<file path="config.mk">
export PLATFORM = sky130hd
export DESIGN_NAME = thermograph_color_map_unit
export DESIGN_NICKNAME = d
export VERILOG_FILES = /design/src/sv/tcm_pkg.sv /design/src/sv/thermograph_color_map_unit.sv
export SDC_FILE = /design/constraint.sdc
export NUM_CORES = 1
export LEC_CHECK = 0
export ABC_AREA = 1
export BUFFER_PORTS_ARGS = -buffer_cell sky130_fd_sc_hd__clkbuf_2
export CORE_ASPECT_RATIO = 0.5
export CORE_MARGIN = 5
export CORE_UTILIZATION = 55
export DETAILED_ROUTE_END_ITERATION = 6
export PLACE_DENSITY_LB_ADDON = 0.2
export RECOVER_POWER = 25
export SYNTH_ARGS = -nofsm -noshare
export SYNTH_HDL_FRONTEND = slang
export SYNTH_SLANG_ARGS = --single-unit
</file>
<file path="constraint.sdc">
create_clock -name clk -period 38.4 [get_ports clk]
set_clock_uncertainty 0.05 [all_clocks]
set_input_delay 7.68 -clock clk [delete_from_list [all_inputs] [get_ports clk]]
set_output_delay 7.68 -clock clk [all_outputs]
set_load 0.05 [all_outputs]
</file>
<file path="src/sv/tcm_pkg.sv">
`timescale 1ns / 1ps

package tcm_pkg;

    localparam int SAMPLE_BITS_DEF  = 16;
    localparam int COLOR_BITS_DEF   = 8;
    localparam int CFG_INDEX_BITS   = 2;
    localparam int RANGE_HIGH_RESET = 32767;

    typedef enum logic [CFG_INDEX_BITS-1:0] {
        REG_RANGE_LOW  = 2'd0,
        REG_RANGE_HIGH = 2'd1
    } tcm_reg_t;

    typedef enum logic [1:0] {
        SEG_BLUE_CYAN    = 2'd0,
        SEG_CYAN_GREEN   = 2'd1,
        SEG_GREEN_YELLOW = 2'd2,
        SEG_YELLOW_RED   = 2'd3
    } tcm_seg_t;

    typedef struct packed {
        logic valid;
        logic den_zero;
        logic neg;
        logic ovf;
    } tcm_ctl_t;

endpackage

</file>
<file path="src/sv/thermograph_color_map_unit.sv">
`timescale 1ns / 1ps

// False-colour map: each signed sample is placed on a blue-cyan-green-yellow-red scale across
// range_low..range_high (a reversed range works; an empty range gives black with range_valid
// low). One sample is taken every clock unless in_stall is high; the pipeline depth is set by
// the restoring divider, which resolves one quotient bit per pipeline stage. out_stall freezes
// the whole pipeline once the output register is full, and in_stall follows it. The user must
// write the range registers only while the block is idle (the block does not enforce this);
// they then apply to the next sample.
module thermograph_color_map_unit #(
    parameter int SAMPLE_BITS = tcm_pkg::SAMPLE_BITS_DEF,
    parameter int COLOR_BITS  = tcm_pkg::COLOR_BITS_DEF
) (
    input  logic                                clk,
    input  logic                                rst_n,
    input  logic                                cfg_wr_en,
    input  logic [tcm_pkg::CFG_INDEX_BITS-1:0]  cfg_index,
    input  logic [SAMPLE_BITS-1:0]              cfg_data,
    input  logic                                in_valid,
    output logic                                in_stall,
    input  logic signed [SAMPLE_BITS-1:0]       sample,
    output logic                                out_valid,
    input  logic                                out_stall,
    output logic [COLOR_BITS-1:0]               red,
    output logic [COLOR_BITS-1:0]               green,
    output logic [COLOR_BITS-1:0]               blue,
    output logic                                range_valid
);

    localparam int SB = SAMPLE_BITS;
    localparam int CB = COLOR_BITS;
    localparam int QB = CB + 2;
    localparam int NW = SB + QB;

    localparam logic [CB-1:0] CMAX = {CB{1'b1}};
    localparam logic [QB-1:0] SPAN = {CMAX, 2'b00};
    localparam logic [QB-1:0] SEG1 = {2'b00, CMAX};
    localparam logic [QB-1:0] SEG2 = {1'b0, CMAX, 1'b0};
    localparam logic [QB-1:0] SEG3 = SEG1 + SEG2;

    // configuration
    logic signed [SB-1:0] range_low_reg;
    logic signed [SB-1:0] range_high_reg;

    always_ff @(posedge clk or negedge rst_n)
    begin
        if (!rst_n)
        begin
            range_low_reg  <= '0;
            range_high_reg <= SB'(tcm_pkg::RANGE_HIGH_RESET);
        end
        else if (cfg_wr_en)
        begin
            case (cfg_index)
                tcm_pkg::REG_RANGE_LOW:  range_low_reg  <= cfg_data;
                tcm_pkg::REG_RANGE_HIGH: range_high_reg <= cfg_data;
                default: ;
            endcase
        end
    end

    // denominator, refreshed every cycle from the range registers
    logic signed [SB:0] den_full;
    logic [SB:0]        den_flip;
    logic               den_neg_reg;
    logic               den_zero_reg;
    logic [SB-1:0]      den_abs_reg;

    assign den_full = {range_high_reg[SB-1], range_high_reg}
                    - {range_low_reg[SB-1], range_low_reg};
    assign den_flip = -den_full;

    always_ff @(posedge clk)
    begin
        den_neg_reg  <= den_full[SB];
        den_zero_reg <= (den_full == '0);
        den_abs_reg  <= den_full[SB] ? den_flip[SB-1:0] : den_full[SB-1:0];
    end

    // pipeline advance
    logic out_valid_reg;
    logic adv;

    assign adv      = !out_valid_reg || !out_stall;
    assign in_stall = !adv;

    // stage A: input capture
    logic                 a_valid_reg;
    logic signed [SB-1:0] a_sample_reg;

    always_ff @(posedge clk or negedge rst_n)
    begin
        if (!rst_n)
            a_valid_reg <= 1'b0;
        else if (adv)
            a_valid_reg <= in_valid;
    end

    always_ff @(posedge clk)
    begin
        if (adv)
            a_sample_reg <= sample;
    end

    // stage B: offset from low end, sign folded into numerator
    logic signed [SB:0] b_diff;
    logic signed [SB:0] b_dn;
    tcm_pkg::tcm_ctl_t  b_ctl_next;
    tcm_pkg::tcm_ctl_t  b_ctl_reg;
    logic [SB-1:0]      b_dmag_reg;

    assign b_diff = {a_sample_reg[SB-1], a_sample_reg} - {range_low_reg[SB-1], range_low_reg};
    assign b_dn   = den_neg_reg ? -b_diff : b_diff;

    always_comb
    begin
        b_ctl_next          = '0;
        b_ctl_next.valid    = a_valid_reg;
        b_ctl_next.den_zero = den_zero_reg;
        b_ctl_next.neg      = b_dn[SB];
    end

    always_ff @(posedge clk or negedge rst_n)
    begin
        if (!rst_n)
            b_ctl_reg <= '0;
        else if (adv)
            b_ctl_reg <= b_ctl_next;
    end

    always_ff @(posedge clk)
    begin
        if (adv)
            b_dmag_reg <= b_dn[SB-1:0];
    end

    // stage C: scale by span
    tcm_pkg::tcm_ctl_t c_ctl_reg;
    logic [NW-1:0]     c_num_reg;

    always_ff @(posedge clk or negedge rst_n)
    begin
        if (!rst_n)
            c_ctl_reg <= '0;
        else if (adv)
            c_ctl_reg <= b_ctl_reg;
    end

    always_ff @(posedge clk)
    begin
        if (adv)
            c_num_reg <= NW'(b_dmag_reg) * NW'(SPAN);
    end

    // stage D and divider: overflow check, then one quotient bit per stage
    tcm_pkg::tcm_ctl_t d_ctl_next;
    tcm_pkg::tcm_ctl_t ctl_reg [0:QB];
    logic [NW-1:0]     rem_reg [0:QB];
    logic [QB-1:0]     quo_reg [0:QB];

    always_comb
    begin
        d_ctl_next     = c_ctl_reg;
        d_ctl_next.ovf = !c_ctl_reg.neg && (c_num_reg >= {den_abs_reg, {QB{1'b0}}});
    end

    always_ff @(posedge clk or negedge rst_n)
    begin
        if (!rst_n)
            ctl_reg[0] <= '0;
        else if (adv)
            ctl_reg[0] <= d_ctl_next;
    end

    always_ff @(posedge clk)
    begin
        if (adv)
        begin
            rem_reg[0] <= c_num_reg;
            quo_reg[0] <= '0;
        end
    end

    for (genvar j = 0; j < QB; j++)
    begin : g_div
        logic [NW-1:0] dsh;
        logic          ge;

        assign dsh = NW'(den_abs_reg) << (QB - 1 - j);
        assign ge  = rem_reg[j] >= dsh;

        always_ff @(posedge clk or negedge rst_n)
        begin
            if (!rst_n)
                ctl_reg[j+1] <= '0;
            else if (adv)
                ctl_reg[j+1] <= ctl_reg[j];
        end

        always_ff @(posedge clk)
        begin
            if (adv)
            begin
                rem_reg[j+1] <= ge ? rem_reg[j] - dsh : rem_reg[j];
                quo_reg[j+1] <= {quo_reg[j][QB-2:0], ge};
            end
        end
    end

    // stage E: clamp, segment and fraction
    logic [QB-1:0]     e_pos;
    logic [QB-1:0]     e_rel;
    tcm_pkg::tcm_seg_t e_seg_next;
    tcm_pkg::tcm_seg_t e_seg_reg;
    logic [CB-1:0]     e_f_reg;
    tcm_pkg::tcm_ctl_t e_ctl_reg;

    always_comb
    begin
        priority if (ctl_reg[QB].neg)
            e_pos = '0;
        else if (ctl_reg[QB].ovf || quo_reg[QB] > SPAN)
            e_pos = SPAN;
        else
            e_pos = quo_reg[QB];
    end

    always_comb
    begin
        priority if (e_pos >= SEG3)
        begin
            e_seg_next = tcm_pkg::SEG_YELLOW_RED;
            e_rel      = e_pos - SEG3;
        end
        else if (e_pos >= SEG2)
        begin
            e_seg_next = tcm_pkg::SEG_GREEN_YELLOW;
            e_rel      = e_pos - SEG2;
        end
        else if (e_pos >= SEG1)
        begin
            e_seg_next = tcm_pkg::SEG_CYAN_GREEN;
            e_rel      = e_pos - SEG1;
        end
        else
        begin
            e_seg_next = tcm_pkg::SEG_BLUE_CYAN;
            e_rel      = e_pos;
        end
    end

    always_ff @(posedge clk or negedge rst_n)
    begin
        if (!rst_n)
            e_ctl_reg <= '0;
        else if (adv)
            e_ctl_reg <= ctl_reg[QB];
    end

    always_ff @(posedge clk)
    begin
        if (adv)
        begin
            e_seg_reg <= e_seg_next;
            e_f_reg   <= e_rel[CB-1:0];
        end
    end

    // output register: channel mapping
    logic [CB-1:0] red_next;
    logic [CB-1:0] green_next;
    logic [CB-1:0] blue_next;
    logic [CB-1:0] red_reg;
    logic [CB-1:0] green_reg;
    logic [CB-1:0] blue_reg;
    logic          range_valid_reg;

    always_comb
    begin
        red_next   = '0;
        green_next = '0;
        blue_next  = '0;
        if (!e_ctl_reg.den_zero)
        begin
            unique case (e_seg_reg)
                tcm_pkg::SEG_BLUE_CYAN:
                begin
                    green_next = e_f_reg;
                    blue_next  = CMAX;
                end
                tcm_pkg::SEG_CYAN_GREEN:
                begin
                    green_next = CMAX;
                    blue_next  = CMAX - e_f_reg;
                end
                tcm_pkg::SEG_GREEN_YELLOW:
                begin
                    red_next   = e_f_reg;
                    green_next = CMAX;
                end
                tcm_pkg::SEG_YELLOW_RED:
                begin
                    red_next   = CMAX;
                    green_next = CMAX - e_f_reg;
                end
            endcase
        end
    end

    always_ff @(posedge clk or negedge rst_n)
    begin
        if (!rst_n)
            out_valid_reg <= 1'b0;
        else if (adv)
            out_valid_reg <= e_ctl_reg.valid;
    end

    always_ff @(posedge clk)
    begin
        if (adv)
        begin
            red_reg         <= red_next;
            green_reg       <= green_next;
            blue_reg        <= blue_next;
            range_valid_reg <= !e_ctl_reg.den_zero;
        end
    end

    assign out_valid   = out_valid_reg;
    assign red         = red_reg;
    assign green       = green_reg;
    assign blue        = blue_reg;
    assign range_valid = range_valid_reg;

    // checks
    a_blank_on_empty_range: assert property (@(posedge clk) disable iff (!rst_n)
        out_valid_reg && !range_valid_reg |-> red_reg == '0 && green_reg == '0 && blue_reg == '0)
        else $error("colour not blank for an empty range");

    a_one_channel_full: assert property (@(posedge clk) disable iff (!rst_n)
        out_valid_reg && range_valid_reg |-> red_reg == CMAX || green_reg == CMAX
                                             || blue_reg == CMAX)
        else $error("no channel at full scale");

    a_neg_ovf_exclusive: assert property (@(posedge clk) disable iff (!rst_n)
        ctl_reg[0].valid |-> !(ctl_reg[0].neg && ctl_reg[0].ovf))
        else $error("negative and overflow flags both set");

    a_frozen_on_stall: assert property (@(posedge clk) disable iff (!rst_n)
        in_stall |=> $stable(e_f_reg) && $stable(e_ctl_reg))
        else $error("pipeline moved while stalled");

endmodule
</file>
==> reports/summary.txt, run 1 <==
Status - finished clean
Final setup fails - 0
Reg2Reg Setup Slack - 32.95 ns
Routed wire length - 77400 um
Worst Path Max Fanout - 50
Reg2reg path depth - 11
Setup crit end kind - output pin
PortBufs - 65
Yosys cell types - 63
Htree depth - 2
ANT nets after route - 0
Clk slew on worst S/H paths - 0.06 ns
Hold Path Origin - quo_reg[9][4]
Worst Hold Class - reg2reg
Layout area overhead - 8.27%
Data required, critical path - 30.67 ns
Total of max-cap violations - 0
Crit path to - in_stall
Routed WL per cell - 16.3 um
Period Utilization, post-route - 43.3%
Avg Cell Area, Syn - 8.72 um^2
Async S/R FF share, synth - 17.5%
CTS max path bufs - 3
DR vias - 25600
Initial antenna violation count - 0
Core box area - 59600 um^2
# resized after CTS - 0
GR Overflow Total - 0
Total CTS buffers - 48
Layout cells sized above 1 - 6.01%
Post-Syn Area - 33300 um^2
Post-route DRC - 0
Post-DR vias/cell - 5.39
Synth Flop Type - edfxtp_1
Final HPWL DP - 59300 um
Slew of the pin with the lowest slew margin - 1.26 ns
Global placer's final weighted congestion - 0.917
Die height - 184 um
Max reg flops - 241
Initial DRC Count - 1757
Die Width - 358 um
Clock Sinks - 491
Setup CP Type - in2out
Starting Density - 56.0%
CTS root buf - clkbuf_16
Seq/Total Area, Yosys - 42.4%
CTS tree - done
Post-synth EDFFs - 387
Cell row count - 63
Largest net degree at the start of global routing - 77
Fin crit period - 16.63 ns
Unrepaired setup endpoints after global routing - false
Post-Syn Instances - 3823
Fin nets - 4288
Post-CTS Setup Bufs - 0
Achievable frequency - 60.1 MHz
Top-count cell post-synth - nand2_1
Die area - 65900 um^2
Synth Warn # - 0
CP Launch Type - input pin
Crit path from - out_stall
Hold Vio Cnt, Final - 0
Router iterations before antenna repair - 5
Synth area leader - edfxtp_1
Hold-fix buffers, CTS - 0
Later-pin clock latency in the skew report - 0.60 ns
Synth Net Count - 4206
First-pass GRT wire length - 126000 um
Synth top area cells - edfxtp_1, nand2_1, ha_1
I/O pins - 66
Worst r2r src - den_abs_reg[1]
Worst Path Arrival - 8.90 ns
Gr usage total - 23.8%
FF-to-FF End - rem_reg[1][11]
Synth cell count leaders - nand2_1, inv_1, edfxtp_1
Relative slew slack - 15.8%
Vias in the first global route - 25100
Yosys top cell area share - 34.9%
Setup_tns - 0 ns
Fin. max-slew vios - 0
Register bit total from synthesis - 491
-- cell families after synthesis --
| group | after synthesis | share of synthesized area (%) |
|---|---|---|
| simple gates | 1559 | 19.7 |
| flops | 491 | 42.4 |
| xor+xnor | 205 | 5.46 |
| buf+inv | 567 | 6.68 |
| compound gates | 657 | 11.0 |
| fa+ha+maj | 344 | 14.7 |
-- final cells by class --
| type | instances | area, um^2 |
|---|---|---|
| diodes | 1 | 2.50 |
| clock buffers | 63 | 1350 |
| clock inverters | 26 | 305 |
| fillers | 5243 | 23500 |
| inverters | 511 | 1920 |
| multi-input cells | 2765 | 16900 |
| flip-flops and latches | 491 | 14200 |
| well taps | 812 | 1020 |
| repair buffers | 88 | 493 |
-- stage by stage --
stage | hold WS (ns) | area, um^2 | utilization, % | std cells | setup WS, ns
floorplan | 0.350 | 33300 | - | 3823 | 19.02
global placement | 0.350 | 34600 | 58.0 | 4667 | 21.77
detailed placement | 0.355 | 34600 | 58.0 | 4667 | 21.76
CTS | 0.366 | 36200 | 60.8 | 4756 | 21.77
global route | 0.376 | 36100 | 60.6 | 4756 | 21.64
finish | 0.368 | 36100 | 60.6 | 4757 | 21.77
-- layout by cell type (no fill, tap or decap), types with 5 or more instances in the layout --
master	instances
o21bai_1	13
ha_1	263
o21ai_0	244
clkinv_1	9
nand3_1	155
a21oi_1	243
clkbuf_16	51
o21ai_2	8
clkbuf_2	64
o31ai_1	6
nand3b_1	17
o2111ai_1	5
a221oi_1	11
nor3_1	40
o21ai_1	44
inv_1	504
edfxtp_1	387
bufinv_16	6
nor2_2	8
xnor2_1	89
nand2_2	6
buf_4	22
a31oi_1	25
a21o_1	24
nand2_1	994
fa_1	81
nand4_1	42
o211ai_1	6
or2_2	22
o21a_1	10
nor4_1	22
dfstp_2	15
dfrtp_1	71
nor2_1	231
clkbuf_1	11
xor2_1	114
dfxtp_1	18
-- metal layers --
metal  vias to the layer above  routed length, um  GRT usage, %
met3                       155               3830          3.71
li1                      13000                  -             -
met2                       557              36500          40.7
met1                     12000              34200          31.0
met5                         -                  0             0
met4                         0               2930          8.58
-- critical path, cell delays in order --
cell,delay (ns)
clkbuf_2,0.10
nand2_4,0.10
inv_2,0.59
clkbuf_2,0.41
-- worst min path at each step --
| stage | endpoint | slack (ns) | cells past startpoint |
|---|---|---|---|
| floorplan | quo_reg[10][1] | 0.35 | 0 |
| global placement | quo_reg[8][7] | 0.35 | 0 |
| detailed placement | quo_reg[10][5] | 0.35 | 0 |
| CTS | quo_reg[9][2] | 0.37 | 0 |
| global route | quo_reg[8][2] | 0.38 | 0 |
| finish | quo_reg[10][5] | 0.37 | 0 |
Power of run 1 is not shown: default switching activity piles up to over one toggle a cycle in this logic, so the estimate is an artifact.
==> inputs of run 2 (changes only) <==
--- a/config.mk
+++ b/config.mk
@@ -5,7 +5,7 @@
 export SDC_FILE = /design/constraint.sdc
 export NUM_CORES = 1
 export LEC_CHECK = 0
-export ABC_AREA = 1
+export ABC_AREA = 0
 export BUFFER_PORTS_ARGS = -buffer_cell sky130_fd_sc_hd__clkbuf_2
 export CORE_ASPECT_RATIO = 0.5
 export CORE_MARGIN = 5
==> constraint.sdc (replaced) <==
create_clock -name clk -period 14.6 [get_ports clk]
set_clock_uncertainty 0.05 [all_clocks]
set_input_delay 2.92 -clock clk [delete_from_list [all_inputs] [get_ports clk]]
set_output_delay 2.92 -clock clk [all_outputs]
set_load 0.05 [all_outputs]
==> run 2 against run 1 <==
  * The run now ends with max-capacitance violations, max-slew violations left
  * Wire length shrank 24%
  * Register-to-register slack lost 24 ns
  * Worst setup slack lost 16 ns
  * Utilization grew 0.089 points
  * Via count shrank 17%
  * Critical path depth is the same
  * First-iteration DRC count shrank 27%
  * Largest cell class unchanged
==> reports/summary.txt, run 2 <==
Hold Path Stages - 0
Yosys cell types - 88
Post-Syn Instances - 2948
I/O pins - 66
Synth cell count leaders - edfxtp_1, nand2_1, ha_1
Synth Net Count - 3331
Worst Hold Class - reg2reg
PortBufs - 65
Critical Path Max Stage Delay - 1.20 ns
Unrepaired setup endpoints after global routing - false
Top-count cell post-synth - edfxtp_1
Setup_tns - 0 ns
Seq/Total Area, Yosys - 45.6%
Post-route DRC - 0
Setup CP Type - in2out
CP Launch Type - input pin
Largest net degree at the start of global routing - 198
Die area - 61600 um^2
Critical Path, Cell by Cell - clkbuf_2, nand2_1, inv_2, clkbuf_2
Critical path's most frequent cell - clkbuf_2
DR vias - 21200
Commonest non-fill, non-tap cell in the layout - edfxtp_1
Vias in the first global route - 21200
Fin nets - 3408
FF-to-FF End - c_num_reg[24]
GR Overflow Total - 0
Core Util, Final - 60.7%
Routed wire length - 58900 um
Final HPWL DP - 44100 um
Largest family of logic cells by synthesized area - adder cells
Slew of the pin with the lowest slew margin - 3.62 ns
Mux cell area share after synthesis - 1.88%
Layout cells sized above 1 - 8.27%
Core box area - 55700 um^2
Async S/R FF share, synth - 17.5%
Post-Syn Area - 31100 um^2
Post-synth EDFFs - 387
Worst Path Arrival - 5.60 ns
Final setup fails - 0
CTS tree - done
Synth Area in Simple Gates - 13.0%
ANT nets after route - 0
Fin. max-slew vios - 117
Setup WS pre-CTS - 7.05 ns
Starting Density - 55.7%
Ant diodes - 0
Gr usage total - 19.3%
Data required, critical path - 11.63 ns
Hold Vio Cnt, Final - 0
Global placer's final weighted congestion - 0.917
Register bit total from synthesis - 491
Clock Sinks - 491
Setup slack after layout - 6.03 ns
Crit path to - in_stall
Synth top area cells - edfxtp_1, ha_1, dfrtp_1
Clk slew on worst S/H paths - 0.06 ns
Achievable frequency - 117 MHz
Adder-Cell Fraction of Synth Area - 15.8%
Hold-fix buffers, CTS - 0
First-pass GRT wire length - 99400 um
Failing checks - max-capacitance violations, max-slew violations
Fin crit period - 8.57 ns
Period Utilization, post-route - 58.7%
Reg2Reg Setup Slack - 9.13 ns
Htree depth - 2
Yosys top cell area share - 37.4%
Die height - 178 um
Layout area overhead - 8.82%
Initial antenna violation count - 0
Cell row count - 61
Router iterations before antenna repair - 5
Later-pin clock latency in the skew report - 0.58 ns
Synth Flop Type - edfxtp_1
Synth area leader - edfxtp_1
Most frequent cells in the layout - edfxtp_1, nand2_1, ha_1
XOR/XNOR Fraction of Synth Area - 6.20%
Avg Cell Area, Syn - 10.5 um^2
Relative slew slack - -141%
Slowest cell on crit path - inv_2
Crit path from - out_stall
Total of max-cap violations - 2
Reg2reg path depth - 18
# resized after CTS - 0
Routed WL per cell - 15.4 um
Post-CTS Setup Bufs - 0
Compound-Gate Fraction of Synth Area - 13.6%
Setup crit end kind - output pin
CTS root buf - clkbuf_16
Die Width - 346 um
CTS max path bufs - 3
Worst Path Max Fanout - 55
Initial DRC Count - 1282
Post-DR vias/cell - 5.56
Max reg flops - 241
Worst r2r src - b_dmag_reg[6]
Synth Warn # - 0
Total CTS buffers - 47
Status - finished with violations
## run 2: per-stage QoR
| step | hold WS, ns | std cells | area [um^2] |
|---|---|---|---|
| 2_1_floorplan | 0.350 | 2948 | 31100 |
| 3_3_place_gp | 0.352 | 3732 | 32300 |
| 3_5_place_dp | 0.355 | 3732 | 32300 |
| 4_1_cts | 0.365 | 3817 | 33800 |
| 5_1_grt | 0.377 | 3817 | 33800 |
| 6_report | 0.368 | 3817 | 33800 |
## run 2: logic make-up (layout without fill, tap and decap cells)
group	after synthesis	in the layout
adders and majority gates	344	344
muxes	53	53
buffers and inverters	320	433
xor gates and xnor gates	220	220
and+or+nand+nor	853	853
DFF	491	491
AOI/OAI and AO/OA	667	667
## run 2: worst min-delay path by stage
stage | start | end
after floorplan | quo_reg[9][0] | quo_reg[10][1]
after global routing | quo_reg[7][6] | quo_reg[8][7]
final | quo_reg[5][3] | quo_reg[6][4]
after detailed placement | quo_reg[3][1] | quo_reg[4][2]
after global placement | quo_reg[7][6] | quo_reg[8][7]
after CTS | quo_reg[3][1] | quo_reg[4][2]
## run 2: per-layer routing
metal,GRT usage [%],share of wire (%),up-vias
met4,6.76,3.6,0
met3,2.65,3.3,128
met5,0,0,-
met2,35.0,49,347
met1,24.0,45,10000
li1,-,-,10700
## run 2: layout make-up
type,count,area [um^2]
inverters,261,980
multi-input cells,2137,15700
clock buffers,60,1280
fillers,4531,21900
clock inverters,25,254
well taps,756,946
flip-flops and latches,491,14200
repair buffers,87,489
## run 2: critical path: cells and delay by family
family	cells	cell delay (ns)
simple gates	1	0.98
buf+inv	3	1.69
Power of run 2 is left out for the same reason.
